$ cat config.mk
export PLATFORM = sky130hd
export DESIGN_NAME = tcw_queue
export DESIGN_NICKNAME = d
export VERILOG_FILES = /design/src/rtl/core/assert_macros.svh /design/src/rtl/core/tcw_pkg.sv /design/src/rtl/core/tcw_queue.sv
export SDC_FILE = /design/constraint.sdc
export NUM_CORES = 1
export LEC_CHECK = 0
export ABC_AREA = 1
export CORE_MARGIN = 5
export CORE_UTILIZATION = 55
export DETAILED_ROUTE_END_ITERATION = 12
export DONT_BUFFER_PORTS = 1
export GPL_TIMING_DRIVEN = 0
export PLACE_DENSITY = 0.73
export SYNTH_ARGS = -nofsm -noshare
export SYNTH_HDL_FRONTEND = slang
export SYNTH_SLANG_ARGS = --single-unit
$ cat constraint.sdc
create_clock -name clk -period 1.95 [get_ports clk]
set_input_delay 0.2925 -clock clk [delete_from_list [all_inputs] [get_ports clk]]
set_output_delay 0.2925 -clock clk [all_outputs]
set_load 0.1 [all_outputs]
$ cat src/rtl/core/assert_macros.svh
// Assertion macros for the text console writer RTL.
// Uses the clk and rst names of the module that includes this header.
`ifndef ASSERT_MACROS_SVH
`define ASSERT_MACROS_SVH

// Same-cycle implication, off while reset is high
`define TCW_ASSERT_IMPL(label, ante, cons, msg) \
  label: assert property (@(posedge clk) disable iff (rst) (ante) |-> (cons)) else $error(msg);

// Next-cycle implication, off while reset is high
`define TCW_ASSERT_NEXT(label, ante, cons, msg) \
  label: assert property (@(posedge clk) disable iff (rst) (ante) |=> (cons)) else $error(msg);

`endif

$ cat src/rtl/core/tcw_pkg.sv
// Shared types, sizes and codes for the text console writer.
// No dependencies; the front, queue, back and top RTL files refer to it by scoped names.
package tcw_pkg;

  localparam int COLUMNS    = 80;
  localparam int ROW_COUNT  = 25;
  localparam int CELL_COUNT = COLUMNS * ROW_COUNT;
  localparam int CELL_W     = 16;

  localparam int COL_W  = $clog2(COLUMNS);
  localparam int FILL_W = $clog2(COLUMNS + 1);
  localparam int ROW_W  = $clog2(ROW_COUNT);
  localparam int ADDR_W = $clog2(CELL_COUNT);

  // Cell index width of the input word and the reciprocal used to split it
  localparam int IDX_W = 11;
  localparam int RECIP = (2 ** IDX_W) / COLUMNS;

  localparam int QDEPTH = 2;
  localparam int QPTR_W = (QDEPTH > 1) ? $clog2(QDEPTH) : 1;
  localparam int QCNT_W = $clog2(QDEPTH + 1);

  localparam logic [7:0] NEWLINE_CODE = 8'd10;
  localparam logic [7:0] ATTR_RESET   = 8'd7;

  // Input kinds
  localparam logic [1:0] KIND_PUT   = 2'd0;
  localparam logic [1:0] KIND_CLEAR = 2'd1;
  localparam logic [1:0] KIND_READ  = 2'd2;

  // Operations passed from front to back
  localparam logic [2:0] OP_NOP     = 3'd0;
  localparam logic [2:0] OP_PUT     = 3'd1;
  localparam logic [2:0] OP_NEWLINE = 3'd2;
  localparam logic [2:0] OP_CLEAR   = 3'd3;
  localparam logic [2:0] OP_READ    = 3'd4;

  typedef struct packed {
    logic [1:0]       kind;
    logic [7:0]       char_code;
    logic [IDX_W-1:0] cell_index;
  } tcw_item_t;

  typedef struct packed {
    logic [6:0]  cursor_col;
    logic [4:0]  cursor_row;
    logic [15:0] cell_data;
    logic        scrolled;
  } tcw_result_t;

  typedef struct packed {
    logic [2:0]       op;
    logic [7:0]       code;
    logic [ROW_W-1:0] row;
    logic [COL_W-1:0] col;
  } tcw_cmd_t;

  typedef struct packed {
    logic     valid;
    tcw_cmd_t cmd;
  } tcw_cmd_flow_t;

endpackage

$ cat src/rtl/core/tcw_queue.sv
// Short command queue between the front and back ends.
// Uses tcw_pkg for the command type and depth.
module tcw_queue (
  input  logic                   clk,
  input  logic                   rst,
  input  tcw_pkg::tcw_cmd_flow_t push,
  output logic                   push_ready,
  output tcw_pkg::tcw_cmd_flow_t pop,
  input  logic                   pop_en
);

  tcw_pkg::tcw_cmd_t          slots [tcw_pkg::QDEPTH];
  logic [tcw_pkg::QPTR_W-1:0] wr_ptr;
  logic [tcw_pkg::QPTR_W-1:0] rd_ptr;
  logic [tcw_pkg::QCNT_W-1:0] count;
  logic                       push_do;

  assign push_ready = count != tcw_pkg::QCNT_W'(tcw_pkg::QDEPTH);
  assign push_do    = push.valid && push_ready;
  assign pop.valid  = count != '0;
  assign pop.cmd    = slots[rd_ptr];

  always_ff @(posedge clk) begin
    if (rst) begin
      wr_ptr <= '0;
      rd_ptr <= '0;
      count  <= '0;
    end else begin
      if (push_do) begin
        wr_ptr <= (wr_ptr == tcw_pkg::QPTR_W'(tcw_pkg::QDEPTH - 1)) ? '0
                                                                   : wr_ptr + 1'b1;
      end
      if (pop_en) begin
        rd_ptr <= (rd_ptr == tcw_pkg::QPTR_W'(tcw_pkg::QDEPTH - 1)) ? '0
                                                                   : rd_ptr + 1'b1;
      end
      if (push_do && !pop_en) begin
        count <= count + 1'b1;
      end else if (pop_en && !push_do) begin
        count <= count - 1'b1;
      end
    end
  end

  always_ff @(posedge clk) begin
    if (push_do) begin
      slots[wr_ptr] <= push.cmd;
    end
  end

endmodule

; Word-level counts from Yosys, hierarchy flattened
; Memory sizes are Yosys's and may differ from the RTL's. A register that Yosys moved wholly into a read port is not among the register bits.
; Index checks and enable logic that the tools add are counted.
[op_classes]
addsub = 4
n_reduce_logical = 7
n_eq_ne = 1
mux = 8
[op_table]
columns = cell, count
row1 = $mux W1, 6
row2 = $mux W2, 2
row3 = $reduce_bool A2 Y1, 2
row4 = $logic_and A1 B1 Y1, 3
row5 = $add A1 B1 Y1 const B, 2
row6 = $add A2 B1 Y2 const B, 1
row7 = $logic_not A1 Y1, 2
row8 = $ne A2 B2 Y1 const B, 1
row9 = $sub A2 B1 Y2 const B, 1
[totals]
mem_count = 1
ramBits = 46
in_bits = 27
regBits = 4
out_inout_bits = 25
elab_cells = 24
[memory_table]
columns = name, depth, width, rd, rd_ports_with_merged_regs, write_ports, line_no
row1 = slots, 2, 23, 1, 1, 1, tcw_queue.sv:12  ; tcw_pkg::tcw_cmd_t slots [tcw_pkg::QDEPTH];

; Depth between registers and ports, before layout
; Gate-level depths: netlist of the first run.
[logic_depth]
depth_word = 6
depth_mapped = 11
mapped_depth_nobuf = 11

; Worst setup path after synthesis of the first run
; Ideal clock, no wire load.
[synth_timing]
path_kind = reg-to-reg
start = register count[0] in the netlist's numbering
end = memory slots[0][0] in the netlist's numbering, enable pin
setup_ns = 0.403
path_slack_ns = -0.755
period_less_slack_ns = 2.705
path_stages_with_launch = 5
path_buffers = 0
arrival_ns = 2.302
required_time_ns = 1.547
path_cell_list = dfxtp_1 > inv_1 > nand2_1 > nand2_1 > nor2_1
[synth_between]
elab_chain_cells = 4
[synth_rtl]
columns = element, line_no
row1 = start: declaration, tcw_queue.sv:15  ; logic [tcw_pkg::QCNT_W-1:0] count;
row2 = start signal: assignment, tcw_queue.sv:38  ; count <= count + 1'b1;
row3 = start signal: assignment, tcw_queue.sv:40  ; count <= count - 1'b1;
row4 = $ne A2 B2 Y1, tcw_queue.sv:18  ; assign push_ready = count != tcw_pkg::QCNT_W'(tcw_pkg::QDEPTH);
row5 = via push_ready, tcw_queue.sv:7  ; output logic push_ready,
row6 = $logic_and A1 B1 Y1, tcw_queue.sv:19  ; assign push_do = push.valid && push_ready;
row7 = $mux W1, tcw_queue.sv:46  ; if (push_do) begin
row8 = $mux W1 (not written as such), tcw_queue.sv:47  ; slots[wr_ptr] <= push.cmd;
row9 = end: declaration, tcw_queue.sv:12
; The timed path passes the listed nets, and every way through them passes these cells.

==> results of run 1 <==
layout make-up:
cell class	count	area (µm²)	share of cell area
plain buffers	2	22.52	0.009756
repair buffers	24	240.2	0.1041
clock inverters	2	12.51	0.005420
well taps	46	57.56	0.02493
flip-flops and latches	51	1481	0.6417
multi-input cells	46	419.2	0.1816
clock buffers	6	41.29	0.01789
inverters	9	33.78	0.01463
cell families (layout without fill, tap and decap cells):
logic type                 after synthesis  in the layout  synth area share
muxes                                   23             23            0.1365
buffers and inverters                   11             43           0.02968
adders and majority gates                1              1          0.006595
xor gates and xnor gates                 1              1          0.004618
and+or+nand+nor                         16             18           0.03365
AOI/OAI and AO/OA                        3              3          0.007913
DFF                                     51             51            0.7810
through the flow:
step                      TNS, ns  cells
after floorplan                 0    106
after global placement     -5.660    152
after detailed placement   -10.46    152
after CTS                       0    163
after global routing      -0.3595    186
final                           0    186
state kept, by name (all words and copies together) (netlist names), named ones only:
signal  flops
count       2
slots      46
wr_ptr      1
rd_ptr      1
placed cells by master, fill, tap and decap left out, types with 2 or more instances in the layout:
master / Yosys / layout
dfxtp_1: 5 / 5
mux2_4: 0 / 2
inv_1: 9 / 9
nor2_4: 0 / 4
o21ai_0: 2 / 2
buf_6: 2 / 2
nand2_1: 7 / 5
dlygate4sd3_1: 0 / 24
nand2_4: 0 / 2
clkbuf_4: 0 / 5
nor2_1: 7 / 5
edfxtp_1: 46 / 46
mux2_2: 23 / 21
what timing repair did:
item | 4_1_cts | 5_1_grt
cloned | 2 | 0
hold buffers | 1 | 23
pin swaps | 2 | 0
setup endpoints to repair | 48 | 20
gates resized for setup | 5 | 2
hold endpoints to repair | 2 | 46
cell usage after synthesis (2+ instances only):
cell | count | area, µm²
nor2_1 | 7 | 26.28
buf_6 | 2 | 22.52
mux2_2 | 23 | 259.0
nand2_1 | 7 | 26.28
edfxtp_1 | 46 | 1381
inv_1 | 9 | 33.78
o21ai_0 | 2 | 10.01
dfxtp_1 | 5 | 100.1
routing by layer:
metal  vias up  routed length [µm]  track usage  part of all wire
met5         -                   0            0                 0
met4         0                  74      0.08029             0.022
met3        10                 199      0.06321             0.059
met2        34                1870       0.2598              0.55
met1       468                1254       0.1382              0.37
li1        458                   -            -                 -
power breakdown:
group	switching [mW]	leakage [nW]	internal, mW
Sequential	0.0352	0.470	1.30
Combinational	0.679	0.308	0.139
Clock	0.300	0.0282	0.140
worst max path at each step:
stage	start	end	slack, ns	depth (start not counted)
after floorplan	count[0]$_SDFFE_PP0P_	slots[0][0]$_DFFE_PP_	0.09	4
after global placement	count[0]$_SDFFE_PP0P_	slots[0][11]$_DFFE_PP_	-0.12	4
after CTS	register	pop[17]	0.03	2
after global routing	register	pop[15]	-0.03	2
final	register	pop[15]	0.06	2
after detailed placement	count[0]$_SDFFE_PP0P_	slots[1][11]$_DFFE_PP_	-0.24	4
==> impl_metrics.ini, run 1 <==
[outcome]
status = completed

[setup_path]
crit_required_ns = 1.66
timing.critical_path.buf_inv = 1
regToRegEndpoint = count[1]$_SDFFE_PP0P_
slowest_stage = mux2_2
crit_path_start_kind = register
cp_cell_sequence = buf_6 > mux2_2
cp-end-kind = primary output
r2r_start = count[0]$_SDFFE_PP0P_
path_delay_family = multiplexers
path_class = reg -> out
cp_max_fo = 10
r2r_cells = 9
rrSetupSlack_ns = 0.18
cp.arrival_ns = 1.59
max_stage_delay_ns = 0.57

[die]
start_util = 0.5684
die_w_um = 68.73
dieArea_um2 = 4723
die_y_um = 68.73
core_area_um2 = 3337
num_io_pins = 52
row_count = 21

[cts]
cts_tree = built
clk_pin_slew_ns = 0.13
cts-root-buf = clkbuf_4
numCtsBuffers = 5
clockBufferDepth = 2
clock_sinks = 51
cts_setup_buffers = 0
htreeDepth = 2
clock_latency_ns = 0.35

[routing]
drt_first_pass_iters = 2
antenna_left = 0
vias_per_cell = 5.215
drc = 0
routedWlPerCell_um = 18.27
drtIter0Drc = 26
routed_wl_mm = 3.398
vias = 970

[synth]
avgSynthCellArea_um2 = 17.89
ys_ff_latch = 51
async_reset_ff_frac = 0
ys.flop_type = edfxtp_1
synth_nets = 134
yosys_warnings = 0
synth_edf_count = 46
yosysUniqueCellTypes = 13
syn_area_um2 = 1897
synth_cells = 106
yosysSeqAreaShare = 0.7810

[power_and_ir_drop]
peakVddDrop_v = 0.0006928
pwr_density_cell_nw_per_um2 = 1121
power_mw = 2.588
leakage_nw = 0.8065

[finish]
n_antenna_cell = 0
drive_gt1_frac = 0.2714
final_area_um2 = 2308
fin_nets = 167
area_delta_synth_final_pct = 21.70
fill_cells = 240
fin_util = 0.6918

[min_path]
holdCritPathClass = in -> reg
min_path_cells = 2
min_to = rd_ptr$_SDFFE_PP0P_
hp-start = pop_en

[sta]
period_minus_slack_ns = 1.887
finalSetupViolCount = 0
period_share = 0.9677
fin_skew_ns = 0.01040
fin_hold_ws_ns = 0.1010
final_hold_viol_count = 0
grt_setup_unrepaired = true
drv_slew = 0
fin_ws_ns = 0.06289
slew_headroom = 0.3969
worst_pin_slew_ns = 0.9024
fmax_mhz = 529.9

[grt]
antenna_found_initial = 0
grt_max_degree = 16
groute.usage.overall = 0.1455
grt_pass1_vias = 967
grt_pass1_wl_mm = 4.609
grt_overflow = 0

[placed_design]
hpwl_mm = 2.134
place_area_um2 = 1972
place.port_buffers = 0
gp_congestion = 0.5971
dp_slack_ns = -0.2420

[run]
cap_violations = 0
Note: power is estimated with default switching activity, not from simulation.
==> run 2: changes to the inputs <==
--- a/config.mk
+++ b/config.mk
@@ -8,6 +8,7 @@
 export ABC_AREA = 1
 export CORE_MARGIN = 5
 export CORE_UTILIZATION = 55
+export CTS_BUF_LIST = sky130_fd_sc_hd__clkbuf_4 sky130_fd_sc_hd__clkbuf_8 sky130_fd_sc_hd__clkbuf_16
 export DETAILED_ROUTE_END_ITERATION = 12
 export DONT_BUFFER_PORTS = 1
 export GPL_TIMING_DRIVEN = 0
==> impl_metrics.ini, run 2 (same netlist as run 1, synthesis figures left out) <==
[power_and_ir_drop]
leakage_nw = 0.8099
peakVddDrop_v = 0.0006881
pwr_density_cell_nw_per_um2 = 1124

[cts]
clockBufferDepth = 2
clock_sinks = 51
clk_pin_slew_ns = 0.13
cts-root-buf = clkbuf_4
cts_tree = built
htreeDepth = 2
clock_latency_ns = 0.35
numCtsBuffers = 5

[finish]
seq_area_um2 = 1481
area_delta_synth_final_pct = 21.90
drive_gt1_frac = 0.2786
largest_register = slots
fill_cells = 244
n_antenna_cell = 0
fin_nets = 167
final_common_cell = edfxtp_1
final_cell_mix = 46 x edfxtp_1, 24 x dlygate4sd3_1, 21 x mux2_2
largest_reg_flops = 46
multiInputGateArea_um2 = 419.2
top_regs = slots (46), count (2)

[sta]
grt_setup_unrepaired = true
slew_headroom = 0.3970
period_minus_slack_ns = 1.881
setup_tns_ns = 0
finalSetupViolCount = 0
period_share = 0.9647
final_hold_viol_count = 0
fmax_mhz = 531.6
fin_ws_ns = 0.06889
worst_pin_slew_ns = 0.9023
fin_skew_ns = 0.01207
drv_slew = 0

[setup_path]
path_class = reg -> out
cp_max_fo = 10
cp_cell_sequence = buf_6 > mux2_2
slowest_stage = mux2_2
crit_path_start_kind = register
crit_required_ns = 1.66
cp.arrival_ns = 1.59
cp-end-kind = primary output
max_stage_delay_ns = 0.57

[grt]
grt_overflow = 0
antenna_found_initial = 0
grt_pass1_wl_mm = 4.547
groute.usage.overall = 0.1435
grt_max_degree = 16
grt_pass1_vias = 964

[outcome]
status = completed

[die]
row_count = 21
core_area_um2 = 3337
num_io_pins = 52
die_w_um = 68.73
dieArea_um2 = 4723
start_util = 0.5684
die_y_um = 68.73

[placed_design]
place.port_buffers = 0
dp_slack_ns = -0.2420
gp_congestion = 0.5971
hpwl_mm = 2.134

[min_path]
holdCritPathClass = in -> reg

[run]
cap_violations = 0

[routing]
antenna_left = 0
routedWlPerCell_um = 17.91
drc = 0
drtIter0Drc = 20
vias_per_cell = 5.204
vias = 968
routed_wl_mm = 3.332
drt_first_pass_iters = 4
run 2: cell type report:
type,instances,area share
buffer,2,0.009740
clock inverter,2,0.005411
clock buffer,6,0.01948
sequential,51,0.6407
inverter,9,0.01461
tap,46,0.02489
timing repair buffer,24,0.1039
multi-input combinational,46,0.1813
run 2: final timing paths:
path	start	cells past startpoint	to	slack [ns]
max reg2reg	count[0]$_SDFFE_PP0P_	9	count[1]$_SDFFE_PP0P_	0.17
min reg2reg	rd_ptr$_SDFFE_PP0P_	2	rd_ptr$_SDFFE_PP0P_	0.54
min	pop_en	2	rd_ptr$_SDFFE_PP0P_	0.10
max	register	2	pop[18]	0.07
run 2: report_power, final:
group	internal, mW	switching (mW)
registers	1.30	0.0350
clock network	0.154	0.298
logic	0.139	0.678
run 2: timing repair:
action                                  CTS  global route
resized for setup                         5             2
pin swaps                                 2             0
setup buffers                             0             0
hold buffers                              1            23
endpoints found under the hold margin     2            46
endpoints found under the setup margin   48            20
cloned                                    2             0
run 2: metrics by stage:
step / util / cell area, µm² / power (mW) / hold slack (ns) / std cells
finish: 0.6929 / 2312 / 2.599 / 0.1017 / 186
global route: 0.6929 / 2312 / 2.708 / 0.07586 / 186
CTS: 0.6217 / 2074 / 2.578 / 0.007747 / 163
detailed placement: 0.5909 / 1972 / 2.109 / 0.3697 / 152
global placement: 0.5909 / 1972 / 2.090 / 0.3671 / 152
floorplan: - / 1914 / 2.050 / 0.3649 / 106
run 2: critical path: cells and delay by family, from the launching register on:
kind                   cells  cell delay [ns]
muxes                      1             0.57
DFF                        1             0.47
buffers and inverters      1             0.20
run 2: layer usage:
layer,track usage,part of all wire,vias up
li1,-,-,453
met1,0.1351,0.37,470
met2,0.2563,0.55,35
met3,0.06321,0.065,10
met4,0.08029,0.023,0
met5,0,0,-
==> run 3: changes to the inputs <==
--- a/config.mk
+++ b/config.mk
@@ -6,7 +6,6 @@
 export NUM_CORES = 1
 export LEC_CHECK = 0
 export ABC_AREA = 1
-export CORE_MARGIN = 5
 export CORE_UTILIZATION = 55
 export CTS_BUF_LIST = sky130_fd_sc_hd__clkbuf_4 sky130_fd_sc_hd__clkbuf_8 sky130_fd_sc_hd__clkbuf_16
 export DETAILED_ROUTE_END_ITERATION = 12
==> impl_metrics.ini, run 3 (same netlist as run 1, synthesis figures left out) <==
[min_path]
holdCritPathClass = in -> reg

[cts]
cts_tree = built
clock_sinks = 51
htreeDepth = 2
cts-root-buf = clkbuf_4
clockBufferDepth = 2
clock_latency_ns = 0.34
clk_pin_slew_ns = 0.13
numCtsBuffers = 5
cts_setup_buffers = 0

[setup_path]
path_class = reg -> out
cp.arrival_ns = 1.59
cp-end-kind = primary output
cp_max_fo = 10
crit_path_start_kind = register
r2r_cells = 10
crit_required_ns = 1.66
crit_end = pop[19]
rrSetupSlack_ns = 0.18
regToRegEndpoint = count[1]$_SDFFE_PP0P_
r2r_start = count[0]$_SDFFE_PP0P_

[placed_design]
hpwl_mm = 1.697
dp_slack_ns = -0.1616
gp_congestion = 0.5512
place.port_buffers = 0

[routing]
antenna_left = 0
routed_wl_mm = 2.840
drtIter0Drc = 35
drt_first_pass_iters = 4
vias = 922
routedWlPerCell_um = 16.80
drc = 0
vias_per_cell = 5.456

[die]
row_count = 20
dieArea_um2 = 3688
die_w_um = 60.73
core_area_um2 = 3153
num_io_pins = 52
die_y_um = 60.73
start_util = 0.6016

[sta]
final_hold_viol_count = 0
drv_slew = 0
fin_skew_ns = 0.008361
period_minus_slack_ns = 1.878
worst_pin_slew_ns = 0.9068
slew_headroom = 0.3940
period_share = 0.9630
finalSetupViolCount = 0
fmax_mhz = 532.5
fin_ws_ns = 0.07209

[grt]
grt_pass1_wl_mm = 3.926
grt_max_degree = 15
antenna_found_initial = 0
grt_pass1_vias = 847
grt_overflow = 0
groute.usage.overall = 0.1657

[finish]
fin_nets = 153
top_regs = slots (46), count (2)
drive_gt1_frac = 0.2960
area_delta_synth_final_pct = 13.39
final_common_cell = edfxtp_1
final_cell_mix = 46 x edfxtp_1, 23 x mux2_2, 10 x dlygate4sd3_1
n_antenna_cell = 0
largest_reg_flops = 46
largest_register = slots
fill_cells = 237

[outcome]
status = completed

[power_and_ir_drop]
leakage_nw = 0.7408
peakVddDrop_v = 0.0006618
power_mw = 2.522
pwr_density_cell_nw_per_um2 = 1173

[run]
cap_violations = 0
## run 3: cell count changes in the layout (fill, tap and decap cells not counted), sizes merged
cell,change
clkbuf,-1
clkinv,+1
clkinvlp,-1
dlygate4sd3,-14
## run 3: timing repair
| item | in CTS | in global routing |
|---|---|---|
| hold endpoints to repair | 2 | 17 |
| hold buffers | 1 | 9 |
| gates resized for setup | 4 | 1 |
| pin swaps | 2 | 0 |
| endpoints found under the setup margin | 47 | 2 |
| cloned | 2 | 0 |
## run 3: final cells by class
class / count / area, µm² / area share
Clock inverter: 2 / 8.758 / 0.004072
Buffer: 2 / 22.52 / 0.01047
Clock buffer: 5 / 37.54 / 0.01745
Timing Repair Buffer: 10 / 100.1 / 0.04654
Sequential cell: 51 / 1481 / 0.6888
Tap cell: 44 / 55.05 / 0.02560
Inverter: 9 / 33.78 / 0.01571
Multi-Input combinational cell: 46 / 411.6 / 0.1914
## run 3: worst max-delay path, stage by stage, from the launching register on
cell     delay (ns)
dfxtp_1        0.48
buf_6          0.20
mux2_2         0.57
## run 3: routing by layer
| metal | up-vias | wire length (µm) | global-route usage |
|---|---|---|---|
| met5 | - | 0 | 0 |
| met4 | 0 | 34 | 0.05844 |
| met3 | 4 | 232 | 0.09382 |
| met2 | 36 | 1476 | 0.2747 |
| met1 | 455 | 1096 | 0.1786 |
| li1 | 427 | - | - |
## run 3: worst min path at each step
stage | startpoint | endpoint | slack [ns] | cells past startpoint
3_3_place_gp | rst | rd_ptr$_SDFFE_PP0P_ | 0.37 | 1
4_1_cts | push[15] | slots[1][15]$_DFFE_PP_ | 0.03 | 0
5_1_grt | push[0] | slots[1][0]$_DFFE_PP_ | -0.0001 | 0
3_5_place_dp | rst | rd_ptr$_SDFFE_PP0P_ | 0.37 | 1
6_report | push[1] | slots[0][1]$_DFFE_PP_ | 0.04 | 0
2_1_floorplan | rst | register | 0.36 | 1
## run 3: power breakdown
group / total (mW) / switching (mW) / internal (mW) / leakage (nW)
Sequential: 1.33 / 0.0330 / 1.30 / 0.470
Combinational: 0.785 / 0.669 / 0.116 / 0.242
Clock: 0.409 / 0.281 / 0.129 / 0.0285
Total: 2.52 / 0.983 / 1.54 / 0.741
## run 3: metrics by stage
step	std cells	area, µm²	setup TNS, ns	hold WS [ns]	utilization
2_1_floorplan	106	1914	0	0.3649	-
3_3_place_gp	150	1969	-5.213	0.3665	0.6246
3_5_place_dp	150	1969	-6.666	0.3704	0.6246
4_1_cts	160	2056	0	0.02529	0.6520
5_1_grt	169	2151	-0.0003690	-0.0001263	0.6821
6_report	169	2151	0	0.03937	0.6821
