<file path="config.mk">
export PLATFORM = sky130hd
export DESIGN_NAME = tcw_front
export DESIGN_NICKNAME = d
export VERILOG_FILES = /design/src/rtl/core/assert_macros.svh /design/src/rtl/core/tcw_pkg.sv /design/src/rtl/core/tcw_front.sv
export SDC_FILE = /design/constraint.sdc
export NUM_CORES = 1
export LEC_CHECK = 0
export BUFFER_PORTS_ARGS = -buffer_cell sky130_fd_sc_hd__buf_2
export CAP_MARGIN = 15
export CORE_UTILIZATION = 50
export CTS_BUF_LIST = sky130_fd_sc_hd__clkbuf_8 sky130_fd_sc_hd__clkbuf_16
export DETAILED_ROUTE_END_ITERATION = 8
export PLACE_DENSITY = 0.77
export SLEW_MARGIN = 20
export SYNTH_ARGS = -nofsm -noshare
export SYNTH_HDL_FRONTEND = slang
export SYNTH_SLANG_ARGS = --single-unit
</file>
<file path="constraint.sdc">
create_clock -name clk -period 3.79 [get_ports clk]
set_input_delay 0.5685 -clock clk [delete_from_list [all_inputs] [get_ports clk]]
set_output_delay 0.5685 -clock clk [all_outputs]
set_load 0.005 [all_outputs]
</file>
<file path="src/rtl/core/assert_macros.svh">
// Assertion macros for the text console writer RTL.
// Uses the clk and rst names of the module that includes this header.
`ifndef ASSERT_MACROS_SVH
`define ASSERT_MACROS_SVH

// Same-cycle implication, off while reset is high
`define TCW_ASSERT_IMPL(label, ante, cons, msg) \
  label: assert property (@(posedge clk) disable iff (rst) (ante) |-> (cons)) else $error(msg);

// Next-cycle implication, off while reset is high
`define TCW_ASSERT_NEXT(label, ante, cons, msg) \
  label: assert property (@(posedge clk) disable iff (rst) (ante) |=> (cons)) else $error(msg);

`endif

</file>
<file path="src/rtl/core/tcw_pkg.sv">
// Shared types, sizes and codes for the text console writer.
// No dependencies; the front, queue, back and top RTL files refer to it by scoped names.
package tcw_pkg;

  localparam int COLUMNS    = 80;
  localparam int ROW_COUNT  = 25;
  localparam int CELL_COUNT = COLUMNS * ROW_COUNT;
  localparam int CELL_W     = 16;

  localparam int COL_W  = $clog2(COLUMNS);
  localparam int FILL_W = $clog2(COLUMNS + 1);
  localparam int ROW_W  = $clog2(ROW_COUNT);
  localparam int ADDR_W = $clog2(CELL_COUNT);

  // Cell index width of the input word and the reciprocal used to split it
  localparam int IDX_W = 11;
  localparam int RECIP = (2 ** IDX_W) / COLUMNS;

  localparam int QDEPTH = 2;
  localparam int QPTR_W = (QDEPTH > 1) ? $clog2(QDEPTH) : 1;
  localparam int QCNT_W = $clog2(QDEPTH + 1);

  localparam logic [7:0] NEWLINE_CODE = 8'd10;
  localparam logic [7:0] ATTR_RESET   = 8'd7;

  // Input kinds
  localparam logic [1:0] KIND_PUT   = 2'd0;
  localparam logic [1:0] KIND_CLEAR = 2'd1;
  localparam logic [1:0] KIND_READ  = 2'd2;

  // Operations passed from front to back
  localparam logic [2:0] OP_NOP     = 3'd0;
  localparam logic [2:0] OP_PUT     = 3'd1;
  localparam logic [2:0] OP_NEWLINE = 3'd2;
  localparam logic [2:0] OP_CLEAR   = 3'd3;
  localparam logic [2:0] OP_READ    = 3'd4;

  typedef struct packed {
    logic [1:0]       kind;
    logic [7:0]       char_code;
    logic [IDX_W-1:0] cell_index;
  } tcw_item_t;

  typedef struct packed {
    logic [6:0]  cursor_col;
    logic [4:0]  cursor_row;
    logic [15:0] cell_data;
    logic        scrolled;
  } tcw_result_t;

  typedef struct packed {
    logic [2:0]       op;
    logic [7:0]       code;
    logic [ROW_W-1:0] row;
    logic [COL_W-1:0] col;
  } tcw_cmd_t;

  typedef struct packed {
    logic     valid;
    tcw_cmd_t cmd;
  } tcw_cmd_flow_t;

endpackage

</file>
<file path="src/rtl/core/tcw_front.sv">
// Front end: accepts input words, splits the read index into row and column,
// and classifies each word into a back-end operation. Uses tcw_pkg.
module tcw_front (
  input  logic                   clk,
  input  logic                   rst,
  input  logic                   cmd_valid,
  output logic                   cmd_stall,
  input  tcw_pkg::tcw_item_t     cmd,
  output tcw_pkg::tcw_cmd_flow_t push,
  input  logic                   push_ready
);

  logic                      hold_valid;
  tcw_pkg::tcw_item_t        hold;
  logic [tcw_pkg::IDX_W-1:0] hold_q0;
  logic [2*tcw_pkg::IDX_W-1:0] prod;
  logic                      accept;
  logic [tcw_pkg::IDX_W-1:0] qc;
  logic [tcw_pkg::IDX_W-1:0] rem0;
  logic [tcw_pkg::IDX_W-1:0] rem;
  logic [tcw_pkg::IDX_W-1:0] quo;
  logic                      in_range;
  logic [2:0]                op;

  assign cmd_stall = hold_valid && !push_ready;
  assign accept    = cmd_valid && !cmd_stall;

  // Quotient estimate; at most one short of the true row
  assign prod = cmd.cell_index * tcw_pkg::IDX_W'(tcw_pkg::RECIP);

  always_ff @(posedge clk) begin
    if (rst) begin
      hold_valid <= 1'b0;
    end else if (accept) begin
      hold_valid <= 1'b1;
    end else if (push_ready) begin
      hold_valid <= 1'b0;
    end
  end

  always_ff @(posedge clk) begin
    if (accept) begin
      hold    <= cmd;
      hold_q0 <= prod[2*tcw_pkg::IDX_W-1:tcw_pkg::IDX_W];
    end
  end

  always_comb begin
    qc   = tcw_pkg::IDX_W'(hold_q0 * tcw_pkg::COLUMNS);
    rem0 = hold.cell_index - qc;
    // Correct the estimate once
    if (rem0 >= tcw_pkg::IDX_W'(tcw_pkg::COLUMNS)) begin
      quo = hold_q0 + tcw_pkg::IDX_W'(1);
      rem = rem0 - tcw_pkg::IDX_W'(tcw_pkg::COLUMNS);
    end else begin
      quo = hold_q0;
      rem = rem0;
    end
    in_range = int'(hold.cell_index) < tcw_pkg::CELL_COUNT;
    case (hold.kind)
      tcw_pkg::KIND_PUT: begin
        op = (hold.char_code == tcw_pkg::NEWLINE_CODE) ? tcw_pkg::OP_NEWLINE
                                                       : tcw_pkg::OP_PUT;
      end
      tcw_pkg::KIND_CLEAR: begin
        op = tcw_pkg::OP_CLEAR;
      end
      tcw_pkg::KIND_READ: begin
        op = in_range ? tcw_pkg::OP_READ : tcw_pkg::OP_NOP;
      end
      default: begin
        op = tcw_pkg::OP_NOP;
      end
    endcase
  end

  assign push.valid    = hold_valid;
  assign push.cmd.op   = op;
  assign push.cmd.code = hold.char_code;
  assign push.cmd.row  = tcw_pkg::ROW_W'(quo);
  assign push.cmd.col  = tcw_pkg::COL_W'(rem);

endmodule

</file>
[Yosys cells after proc, flatten, opt, wreduce, memory -nomap -nowiden]
Cells that the tools add are included.
Storage, ports and cells
  output and inout bits: 25
  logic and storage cells: 28
  register bits: 27
  input bits: 25
Operators by class
  multiplexer cells: 7
  $mul: 2
  $add $sub $neg: 3
  equality and inequality tests: 3
  reductions and logical operators: 6
  magnitude comparators: 2
Operators with widths (count)
  11-bit by 5-bit multiplier with 16-bit output, second input constant: 1
  11-bit by 7-bit >= comparator with 1-bit output, second input constant: 1
  11-bit < comparator, second input constant: 1
  11-bit subtractor: 1
  3-bit one-hot mux with 3 select lines: 1
  8-bit by 4-bit equality test with 1-bit output, second input constant: 1
  5-bit by 3-bit multiplier with 7-bit output, second input constant: 1
  7-bit 2-to-1 mux: 1
  7-bit subtractor, second input constant: 1
  5-bit by 1-bit adder with 5-bit output, second input constant: 1
  5-bit 2-to-1 mux: 1
  3-bit 2-to-1 mux: 1
  2-bit by 1-bit equality test with 1-bit output, second input constant: 1
  2-bit equality test, second input constant: 1
  1-bit logical AND: 2
  1-bit logical NOT: 2
  2-bit logical NOT: 1
  1-bit 2-to-1 mux: 2
  2-bit 2-to-1 mux: 1
  2-bit nonzero test: 1

[Longest topological paths before layout]
Gate-level depths: netlist of the first run.
  depth after elaboration: 5
  mapped depth: 12

[Worst setup path after synthesis of the first run]
Ideal clock, no wire load.
  path type: reg-to-output
  start: register hold_q0[1] (netlist bit)
  end: output push[8] (netlist bit)
  arrival: 3.123 ns
  cell stages (with the launch flop): 12
  path buffers: 0
  setup slack: 0.098 ns
  cell sequence: edfxtp_1 -> ha_1 -> ha_1 -> inv_1 -> fa_1 -> xor2_1 -> ha_1 -> or2_0 -> a22o_1 -> a2111oi_4 -> nand2_4 -> mux2_4
RTL lines
  start: declaration: line tcw_front.sv:15  | logic [tcw_pkg::IDX_W-1:0] hold_q0;
  start signal: assignment: line tcw_front.sv:44  | hold_q0 <= prod[2*tcw_pkg::IDX_W-1:tcw_pkg::IDX_W];
  end: declaration: line tcw_front.sv:9  | output tcw_pkg::tcw_cmd_flow_t push,

==> out/qor.tcl, run 1 <==
set qor(setup_tns_ns) -1.17
set qor(post_synthesis_share_of_cell_area_spent_on_full_adders_half_adders_and_majority_gates_pct) 32.4
set qor(post-place-ws_ns) -0.0373
set qor(mux_cell_area_share_after_synthesis_pct) 1.51
set qor(cp.required_ns) 3.22
set qor(mappedNetlistNets) 298
set qor(synth_compound_gate_area_share_pct) 10.2
set qor(pwr_density_cell_nw_per_um2) 569
set qor(synth_xor_area_share_pct) 5.83
set qor(core_region_area_um2) 4470
set qor(worst_pin_slew_ns) 0.684
set qor(rsz0062_at_grt) {yes}
set qor(route.vias.total) 1677
set qor(dp_hpwl_um) 3550
set qor(synth-seq-area-share_pct) 33.3
set qor(synthToLayoutAreaGrowth_pct) 18.0
set qor(top_level_ports) 50
set qor(maxSlewHeadroom_pct) 54.3
set qor(first_pass_iters) 6
set qor(drt-vias-per-instance) 5.24
set qor(port_buffers) 49
set qor(timing.critical_path.to_type) {primary output}
set qor(grt.overflow.total) 0
set qor(floorplan.rows) 24
set qor(critPathKind) {reg -> out}
set qor(cts-buffers-inserted) 3
set qor(run_status) {finished with violations}
set qor(nets) 352
set qor(globalplace.congestion) 0.878
set qor(netlist_area_um2) 2400
set qor(vdd_drop_max_mv) 0.301
set qor(synth_simple_gate_area_share_pct) 7.44
set qor(cts.reportedPaths.clkPinSlew_ns) 0.09
set qor(hold_viol_final) 0
set qor(worstHoldPathType) {in -> reg}
set qor(cts.root.buffer_cell) {sky130_fd_sc_hd__clkbuf_8}
set qor(min_period_over_period_pct) 105
set qor(antenna_found_initial) 0
set qor(cts_buffer_depth) 2
set qor(first_global_vias) 1669
set qor(die_y_um) 71.3
set qor(cts_tree) {yes}
set qor(effective_utilization_at_floorplan_pct) 53.7
set qor(drc_errors) 3
set qor(worst_hold_slack_across_all_endpoints_ns) 0.440
set qor(leak_pwr_nw) 1.44
set qor(postRouteWirelength_um) 4120
set qor(drt_iter0_markers) 62
set qor(syn-mean-instance-area_um2) 11.2
set qor(netlist_instances) 215
set qor(routedWlPerCell_um) 12.9
set qor(maxClockFrequency_mhz) 251
set qor(final_antenna_net_count) 0
set qor(ys_warn_count) 0
set qor(h_tree_level_count) 1
set qor(clk_latency_worst_skew_pair_ns) 0.27
set qor(floorplan.die.width_um) 71.3
set qor(filler_cell_count) 359
set qor(finClkSkew_ns) 0.00659
set qor(ys_seq_elements) 27
set qor(violations) {design-rule violations, negative setup slack}
set qor(setup_slack_ns) -0.188
set qor(num_clock_sinks) 27
set qor(die_area_um2) 5090
set qor(cts_hold_buffers) 0
set qor(max-cap-violations) 0
set qor(setup_viol) 8
set qor(cp_max_fo) 4
set qor(final_layout_size_suffix_gt1_share_pct) 31.3
set qor(critPathLaunchType) {flop}
set qor(antenna_cells_inserted) 0
set qor(grt_first_pass_wirelength_um) 7080
set qor(number_of_different_library_cells_in_the_post_synthesis_netlist) 41
set qor(largest_net_degree_at_the_start_of_global_routing) 27
set qor(final_max_slew_viol_count) 0
set qor(critical_path_arrival_ns) 3.41
set qor(synth_top_family_by_area) {adder cells}
set qor(groute.usage.overall_pct) 17.3
set qor(layout_min_cycle_time_ns) 3.98
==> logic make-up (layout without fill, tap and decap cells) <==
| kind of cell | count (synthesis) | after routing |
|---|---|---|
| multiplexers | 3 | 3 |
| AO/OA/AOI/OAI | 34 | 34 |
| XOR/XNOR | 16 | 16 |
| flip-flops | 27 | 27 |
| buffers and inverters | 47 | 100 |
| AND/OR/NAND/NOR | 30 | 30 |
| adder cells (fa/ha/maj) | 58 | 58 |
==> registers in the layout, indices dropped and copies added (netlist names) <==
signal and cells:
hold_valid 1, hold_q0 5, hold 13, push 8
==> timing repair <==
item,in CTS,in global routing
resized for setup,11,3
buffers inserted,4,0
endpoints found under the setup margin,8,8
pin swaps,9,5
==> critical path, stage by stage (launching register included) <==
cell and delay [ns]:
sky130_fd_sc_hd__edfxtp_1 0.40, sky130_fd_sc_hd__ha_1 0.30, sky130_fd_sc_hd__ha_2 0.18, sky130_fd_sc_hd__inv_2 0.04, sky130_fd_sc_hd__fa_2 0.32, sky130_fd_sc_hd__xor2_1 0.15
sky130_fd_sc_hd__ha_1 0.30, sky130_fd_sc_hd__or2_1 0.23, sky130_fd_sc_hd__a22o_1 0.24, sky130_fd_sc_hd__a2111oi_4 0.28, sky130_fd_sc_hd__buf_4 0.20, sky130_fd_sc_hd__nand2_4 0.07
sky130_fd_sc_hd__mux2_4 0.32, sky130_fd_sc_hd__buf_6 0.11
==> cell type report <==
class                      count  area, um2  area share (%)
multi-input combinational    141       1430            50.4
sequential                    27        801            28.2
timing repair buffer          62        365            12.9
inverter                      34        128            4.50
tap                           52       65.1            2.29
clock buffer                   3       41.3            1.46
clock inverter                 1       7.51           0.265
==> placed cells by master, fill, tap and decap left out, types with 3 or more instances in the layout <==
cell,synthesis,layout
sky130_fd_sc_hd__nand2_1,3,3
sky130_fd_sc_hd__o21ai_0,6,5
sky130_fd_sc_hd__nand3_1,3,3
sky130_fd_sc_hd__nand4_1,3,3
sky130_fd_sc_hd__clkbuf_8,0,3
sky130_fd_sc_hd__buf_4,13,11
sky130_fd_sc_hd__nor2_1,6,6
sky130_fd_sc_hd__fa_1,7,6
sky130_fd_sc_hd__edfxtp_1,26,26
sky130_fd_sc_hd__xor2_1,9,9
sky130_fd_sc_hd__buf_2,0,48
sky130_fd_sc_hd__a21oi_1,9,7
sky130_fd_sc_hd__ha_1,51,49
sky130_fd_sc_hd__inv_1,34,32
sky130_fd_sc_hd__xnor2_1,7,6
sky130_fd_sc_hd__a21o_1,3,3
==> synth_stat cells <==
master / instances / share of area (%)
sky130_fd_sc_hd__a2111oi_4: 1 / 1.1
sky130_fd_sc_hd__a211oi_1: 2 / 0.62
sky130_fd_sc_hd__a21o_1: 3 / 0.94
sky130_fd_sc_hd__a21o_2: 1 / 0.36
sky130_fd_sc_hd__a21oi_1: 9 / 1.9
sky130_fd_sc_hd__a22o_1: 1 / 0.36
sky130_fd_sc_hd__a311oi_1: 1 / 0.36
sky130_fd_sc_hd__a31o_2: 1 / 0.36
sky130_fd_sc_hd__a31oi_1: 2 / 0.52
sky130_fd_sc_hd__and3_1: 1 / 0.26
sky130_fd_sc_hd__buf_4: 13 / 4.1
sky130_fd_sc_hd__dfxtp_1: 1 / 0.83
sky130_fd_sc_hd__edfxtp_1: 26 / 32
sky130_fd_sc_hd__fa_1: 7 / 5.8
sky130_fd_sc_hd__ha_1: 51 / 27
sky130_fd_sc_hd__inv_1: 34 / 5.3
sky130_fd_sc_hd__mux2_2: 1 / 0.47
sky130_fd_sc_hd__mux2_4: 1 / 0.62
sky130_fd_sc_hd__mux2i_1: 1 / 0.42
sky130_fd_sc_hd__nand2_1: 3 / 0.47
sky130_fd_sc_hd__nand2_4: 1 / 0.47
sky130_fd_sc_hd__nand2b_1: 1 / 0.26
sky130_fd_sc_hd__nand3_1: 3 / 0.62
sky130_fd_sc_hd__nand4_1: 3 / 0.78
sky130_fd_sc_hd__nor2_1: 6 / 0.94
sky130_fd_sc_hd__nor2b_1: 3 / 0.78
sky130_fd_sc_hd__nor3_1: 2 / 0.42
sky130_fd_sc_hd__nor3_4: 1 / 0.68
sky130_fd_sc_hd__nor4_1: 2 / 0.52
sky130_fd_sc_hd__nor4b_1: 2 / 0.73
sky130_fd_sc_hd__o211a_1: 2 / 0.83
sky130_fd_sc_hd__o211ai_1: 1 / 0.31
sky130_fd_sc_hd__o21a_1: 1 / 0.31
sky130_fd_sc_hd__o21ai_0: 6 / 1.2
sky130_fd_sc_hd__o21ai_1: 1 / 0.21
sky130_fd_sc_hd__o21bai_1: 1 / 0.31
sky130_fd_sc_hd__o31a_1: 1 / 0.36
sky130_fd_sc_hd__or2_0: 1 / 0.26
sky130_fd_sc_hd__or3_1: 1 / 0.26
sky130_fd_sc_hd__xnor2_1: 7 / 2.6
sky130_fd_sc_hd__xor2_1: 9 / 3.3
==> stage by stage <==
stage | instances | area [um2] | util (%) | power [mW]
finish | 320 | 2840 | 63.4 | 1.61
global route | 320 | 2840 | 63.4 | 1.75
global placement | 313 | 2710 | 60.5 | 1.30
floorplan | 215 | 2400 | - | 1.04
detailed placement | 313 | 2710 | 60.6 | 1.32
CTS | 320 | 2830 | 63.2 | 1.60
==> worst paths after layout <==
path	from	end	slack (ns)	cells past startpoint
worst max-delay path	hold_q0[3]$_DFFE_PP_	push[8]	-0.19	13
worst min-delay path	rst	hold_valid$_SDFFE_PP0P_	0.44	2
worst max register to register	hold_valid$_SDFFE_PP0P_	hold[10]$_DFFE_PP_	2.37	2
worst min register to register	hold_valid$_SDFFE_PP0P_	hold_valid$_SDFFE_PP0P_	0.64	3
==> metal layers <==
| layer | track usage [%] | part of all wire [%] | vias to the layer above |
|---|---|---|---|
| met5 | 0 | 0 | - |
| met4 | 5.56 | 1.2 | 0 |
| met3 | 1.13 | 1.6 | 4 |
| met2 | 32.2 | 54 | 24 |
| met1 | 21.4 | 43 | 793 |
| li1 | - | - | 856 |
==> power breakdown <==
group	internal [mW]	leakage (nW)	switching [mW]	total (mW)
Clock	0.0744	0.0217	0.0854	0.160
Combinational	0.549	1.16	0.522	1.07
Sequential	0.365	0.260	0.0159	0.381
Total	0.989	1.44	0.624	1.61
(Power assumes the default switching activity.)
==> inputs of run 2 (changes only) <==
--- a/config.mk
+++ b/config.mk
@@ -5,12 +5,14 @@
 export SDC_FILE = /design/constraint.sdc
 export NUM_CORES = 1
 export LEC_CHECK = 0
-export BUFFER_PORTS_ARGS = -buffer_cell sky130_fd_sc_hd__buf_2
+export ABC_AREA = 1
 export CAP_MARGIN = 15
-export CORE_UTILIZATION = 50
+export CORE_ASPECT_RATIO = 1.75
+export CORE_UTILIZATION = 55
 export CTS_BUF_LIST = sky130_fd_sc_hd__clkbuf_8 sky130_fd_sc_hd__clkbuf_16
 export DETAILED_ROUTE_END_ITERATION = 8
-export PLACE_DENSITY = 0.77
+export DONT_BUFFER_PORTS = 1
+export PLACE_DENSITY = 0.73
 export SLEW_MARGIN = 20
 export SYNTH_ARGS = -nofsm -noshare
 export SYNTH_HDL_FRONTEND = slang
==> run 2 against run 1 <==
  * The flow now finishes without violations
  * Total power is 1.6% lower
  * Clock-buffer cell count stayed put
  * Via count increased by 18%
  * Critical path type unchanged
  * Critical endpoint unchanged
  * Largest power group unchanged
==> out/qor.tcl, run 2 <==
set qor(run_status) {finished, final reports clean}
set qor(floorplan.rows) 33 ;# +38%
set qor(layout_min_cycle_time_ns) 3.69 ;# -0.285 ns
set qor(cp.required_ns) 3.22 ;# about the same
set qor(number_of_different_library_cells_in_the_post_synthesis_netlist) 29 ;# -29%
set qor(syn-mean-instance-area_um2) 8.67 ;# -22%
set qor(r2r_setup_slack_ns) 2.38 ;# about the same
set qor(dp_hpwl_um) 4310 ;# +22%
set qor(cts_tree) {yes}
set qor(cts-buffers-inserted) 3 ;# unchanged
set qor(cp_max_fo) 8 ;# +4
set qor(synth_xor_area_share_pct) 3.59 ;# -2.2 points
set qor(placed_area_um2) 2660 ;# -2.0%
set qor(post-route-util_pct) 58.8 ;# -4.6 points
set qor(worst_hold_path.endpoint) {hold_valid$_SDFFE_PP0P_}
set qor(setup_tns_ns) 0 ;# +1.17 ns
set qor(power_frac_clock_pct) 10.3 ;# +0.4 points
set qor(worstHoldPathType) {in -> reg}
set qor(met1_grt_util_pct) 19.8 ;# -1.6 points
set qor(critPathBufInv) 2 ;# -1
set qor(route.vias.total) 1983 ;# +18%
set qor(netlist_instances) 310 ;# +44%
set qor(multi_input_comb_area_um2) 1620 ;# +13%
set qor(antenna_cells_inserted) 0 ;# unchanged
set qor(die_y_um) 94.5 ;# +32%
set qor(post_synthesis_share_of_cell_area_spent_on_full_adders_half_adders_and_majority_gates_pct) 29.0 ;# -3.4 points
set qor(timing.critical_path.to_type) {primary output}
set qor(die_area_um2) 5180 ;# +1.8%
set qor(max-cap-violations) 0 ;# unchanged
set qor(crit_top_cell) {sky130_fd_sc_hd__nand2_1}
set qor(filler_cell_count) 424 ;# +18%
set qor(worst_path_max_delay_cell) {sky130_fd_sc_hd__edfxtp_1}
set qor(netlist_area_um2) 2690 ;# +12%
set qor(maxSlewHeadroom_pct) 55.0 ;# +0.72 points
set qor(effective_utilization_at_floorplan_pct) 57.1 ;# +3.4 points
set qor(final_max_slew_viol_count) 0 ;# unchanged
set qor(hold_viol_final) 0 ;# unchanged
set qor(ys_warn_count) 0 ;# unchanged
set qor(dominantRegCellSynth) {sky130_fd_sc_hd__edfxtp_1}
set qor(antenna_found_initial) 0 ;# unchanged
set qor(vdd_drop_max_mv) 0.419 ;# +39%
set qor(final_cell_mix) {sky130_fd_sc_hd__nand2_1, sky130_fd_sc_hd__inv_1, sky130_fd_sc_hd__ha_1}
set qor(drt_iter0_markers) 29 ;# -53%
set qor(globalplace.congestion) 0.902 ;# +2.7%
set qor(synth-seq-area-share_pct) 29.8 ;# -3.5 points
set qor(timing.hold.worst_path_depth) 1 ;# -1
set qor(h_tree_level_count) 1 ;# unchanged
set qor(routedWlPerCell_um) 14.2 ;# +11%
set qor(internal-power_mw) 0.819 ;# -17%
set qor(top_level_ports) 50 ;# unchanged
set qor(postRouteWirelength_um) 5100 ;# +24%
set qor(grt_first_pass_wirelength_um) 7870 ;# +11%
set qor(first_global_vias) 1873 ;# +12%
set qor(port_buffers) 0 ;# -100%
set qor(critPathKind) {reg -> out}
set qor(ys_top_cells_by_count) {sky130_fd_sc_hd__nand2_1, sky130_fd_sc_hd__ha_1, sky130_fd_sc_hd__inv_1, sky130_fd_sc_hd__edfxtp_1, sky130_fd_sc_hd__nor2_1}
set qor(cts.root.buffer_cell) {sky130_fd_sc_hd__clkbuf_8}
set qor(worst_pin_slew_ns) 0.673 ;# -0.0109 ns
set qor(p_seq_share_pct) 25.2 ;# +1.6 points
set qor(crit_path_cells) {ha_1 > ha_1 > inv_1 > fa_1 > xor2_1 > ha_1 > nand2_1 > inv_1 > nand2_1 > nand2_1 > nor2_2 > nand2_2 > nand2_4 > nand3_4 > nand2_1 > nand2_1}
set qor(max_flop_register) {hold}
set qor(number_of_cells_traversed_by_the_worst_register_to_register_path) 3 ;# +1
set qor(synth_compound_gate_area_share_pct) 5.08 ;# -5.1 points
set qor(synth_area_leaders) {sky130_fd_sc_hd__edfxtp_1, sky130_fd_sc_hd__ha_1, sky130_fd_sc_hd__nand2_1}
set qor(floorplan.die.width_um) 54.8 ;# -23%
set qor(synthToLayoutAreaGrowth_pct) 3.07
set qor(synth_edf_count) 26 ;# unchanged
set qor(yosysTopAreaCell) {sky130_fd_sc_hd__edfxtp_1}
set qor(leading_cell_type_by_number_of_instances_after_synthesis) {sky130_fd_sc_hd__nand2_1}
set qor(core_region_area_um2) 4710 ;# +5.2%
set qor(mux_cell_area_share_after_synthesis_pct) 0 ;# -1.5 points
set qor(synth_simple_gate_area_share_pct) 21.2 ;# +14 points
set qor(leak_pwr_nw) 1.42 ;# -1.6%
set qor(worstHoldStart) {rst}
set qor(power.switching_mw) 0.768 ;# +23%
set qor(area.sequential_um2) 801 ;# unchanged
set qor(groute.usage.overall_pct) 20.8 ;# +3.5 points
set qor(critical_path.reg2reg.endpoint) {hold[0]$_DFFE_PP_}
set qor(most_used_routing_layer_in_global_routing) {met2}
set qor(first_pass_iters) 4 ;# -2
set qor(timing.critical_path.slowest_cell_delay_ns) 0.48 ;# +0.08 ns
set qor(final_antenna_net_count) 0 ;# unchanged
set qor(p_sw_share_pct) 48.4 ;# +9.7 points
set qor(crit_family) {adder cells}
set qor(clk_latency_worst_skew_pair_ns) 0.27 ;# about the same
set qor(nets) 390 ;# +11%
set qor(setup_viol) 0 ;# -8
set qor(cts_buffer_depth) 2 ;# unchanged
set qor(comb_power_share_pct) 64.5 ;# -1.9 points
set qor(critical_path_cell_count) 16 ;# +3
set qor(min_period_over_period_pct) 97.4 ;# -7.5 points
set qor(drt-vias-per-instance) 5.54 ;# +5.7%
set qor(finClkSkew_ns) 0.00292 ;# -0.00367 ns
set qor(final_layout_size_suffix_gt1_share_pct) 9.48 ;# -22 points
set qor(synth-async-reset-ratio_pct) 0 ;# unchanged
set qor(use_met2_pct) 42.2 ;# +10 points
set qor(grt.overflow.total) 0 ;# unchanged
set qor(num_clock_sinks) 27 ;# unchanged
set qor(pwr_density_cell_nw_per_um2) 573 ;# +0.80%
set qor(final_cell_area_um2) 2770 ;# -2.4%
set qor(reg2reg_from) {hold_valid$_SDFFE_PP0P_}
set qor(worst_hold_slack_across_all_endpoints_ns) 0.354 ;# -0.0858 ns
set qor(critPathLaunchType) {flop}
set qor(synth_top_family_by_area) {adder cells}
set qor(drc_errors) 0 ;# -3
set qor(cts_hold_buffers) 0 ;# unchanged
set qor(grtUsageMet3_pct) 1.93 ;# +0.81 points
set qor(largest_register_ffs) 13 ;# unchanged
set qor(maxClockFrequency_mhz) 271 ;# +7.7%
set qor(cts.reportedPaths.clkPinSlew_ns) 0.09 ;# about the same
set qor(critical_path_arrival_ns) 3.12 ;# -0.29 ns
set qor(leading_cell_type_in_the_layout_fill_and_taps_excluded) {sky130_fd_sc_hd__nand2_1}
set qor(post_synth_top_area_share_pct) 29.1 ;# -3.4 points
set qor(mappedNetlistNets) 393 ;# +32%
set qor(critPathLaunch) {hold_q0[1]$_DFFE_PP_}
set qor(largest_net_degree_at_the_start_of_global_routing) 27 ;# unchanged
set qor(ys_seq_elements) 27 ;# unchanged
[run 2: cell types whose count changed after synthesis, sizes merged, moves of 3 or more]
cell	before	now
nor2	6	21
xnor2	7	3
nand3	3	15
nand4	3	13
a21o	4	1
a21oi	9	12
nand3b	0	4
inv	34	55
nor2b	3	0
nand2	4	66
[run 2: timing repair]
item | CTS | global route
buffers inserted | 0 | 4
resized for setup | 0 | 6
endpoints found under the setup margin | 0 | 8
[run 2: kinds of logic (layout without fill, tap and decap cells)]
family / Yosys count / after routing
buffers and inverters: 68 / 63
AOI/OAI and AO/OA: 24 / 24
xor gates and xnor gates: 11 / 11
and+or+nand+nor: 122 / 123
adders and majority gates: 58 / 58
DFF: 27 / 27
[run 2: worst max-delay path by stage]
stage          endpoint
5_1_grt         push[8]
6_report        push[8]
3_3_place_gp    push[4]
3_5_place_dp    push[8]
2_1_floorplan  push[10]
4_1_cts         push[8]
[run 2: power by group through the flow]
stage	Clock [mW]	Sequential [mW]	Combinational, mW
3_3_place_gp	0	0.405	0.928
6_report	0.163	0.400	1.02
4_1_cts	0.165	0.400	0.952
2_1_floorplan	0	0.394	0.794
5_1_grt	0.179	0.403	1.18
3_5_place_dp	0	0.407	0.948
[run 2: metal layers]
metal	vias to the layer above	share of wire, %	wire length (um)
met4	0	2.1	108
met3	8	1.1	54
met2	20	63	3190
met1	943	34	1750
met5	-	0	0
li1	1012	-	-
[run 2: cell type report]
class | instances | share of cell area, %
clock buffer | 3 | 1.49
clock inverter | 1 | 0.316
inverter | 55 | 7.46
multi-input combinational | 216 | 58.4
sequential | 27 | 28.9
tap | 52 | 2.35
timing repair buffer | 4 | 1.08
[run 2: through the flow]
step,setup slack [ns],instances,power [mW]
finish,0.0971,358,1.59
floorplan,0.696,310,1.19
global placement,0.533,349,1.33
global route,-0.0671,358,1.76
CTS,0.124,353,1.52
detailed placement,0.425,349,1.35
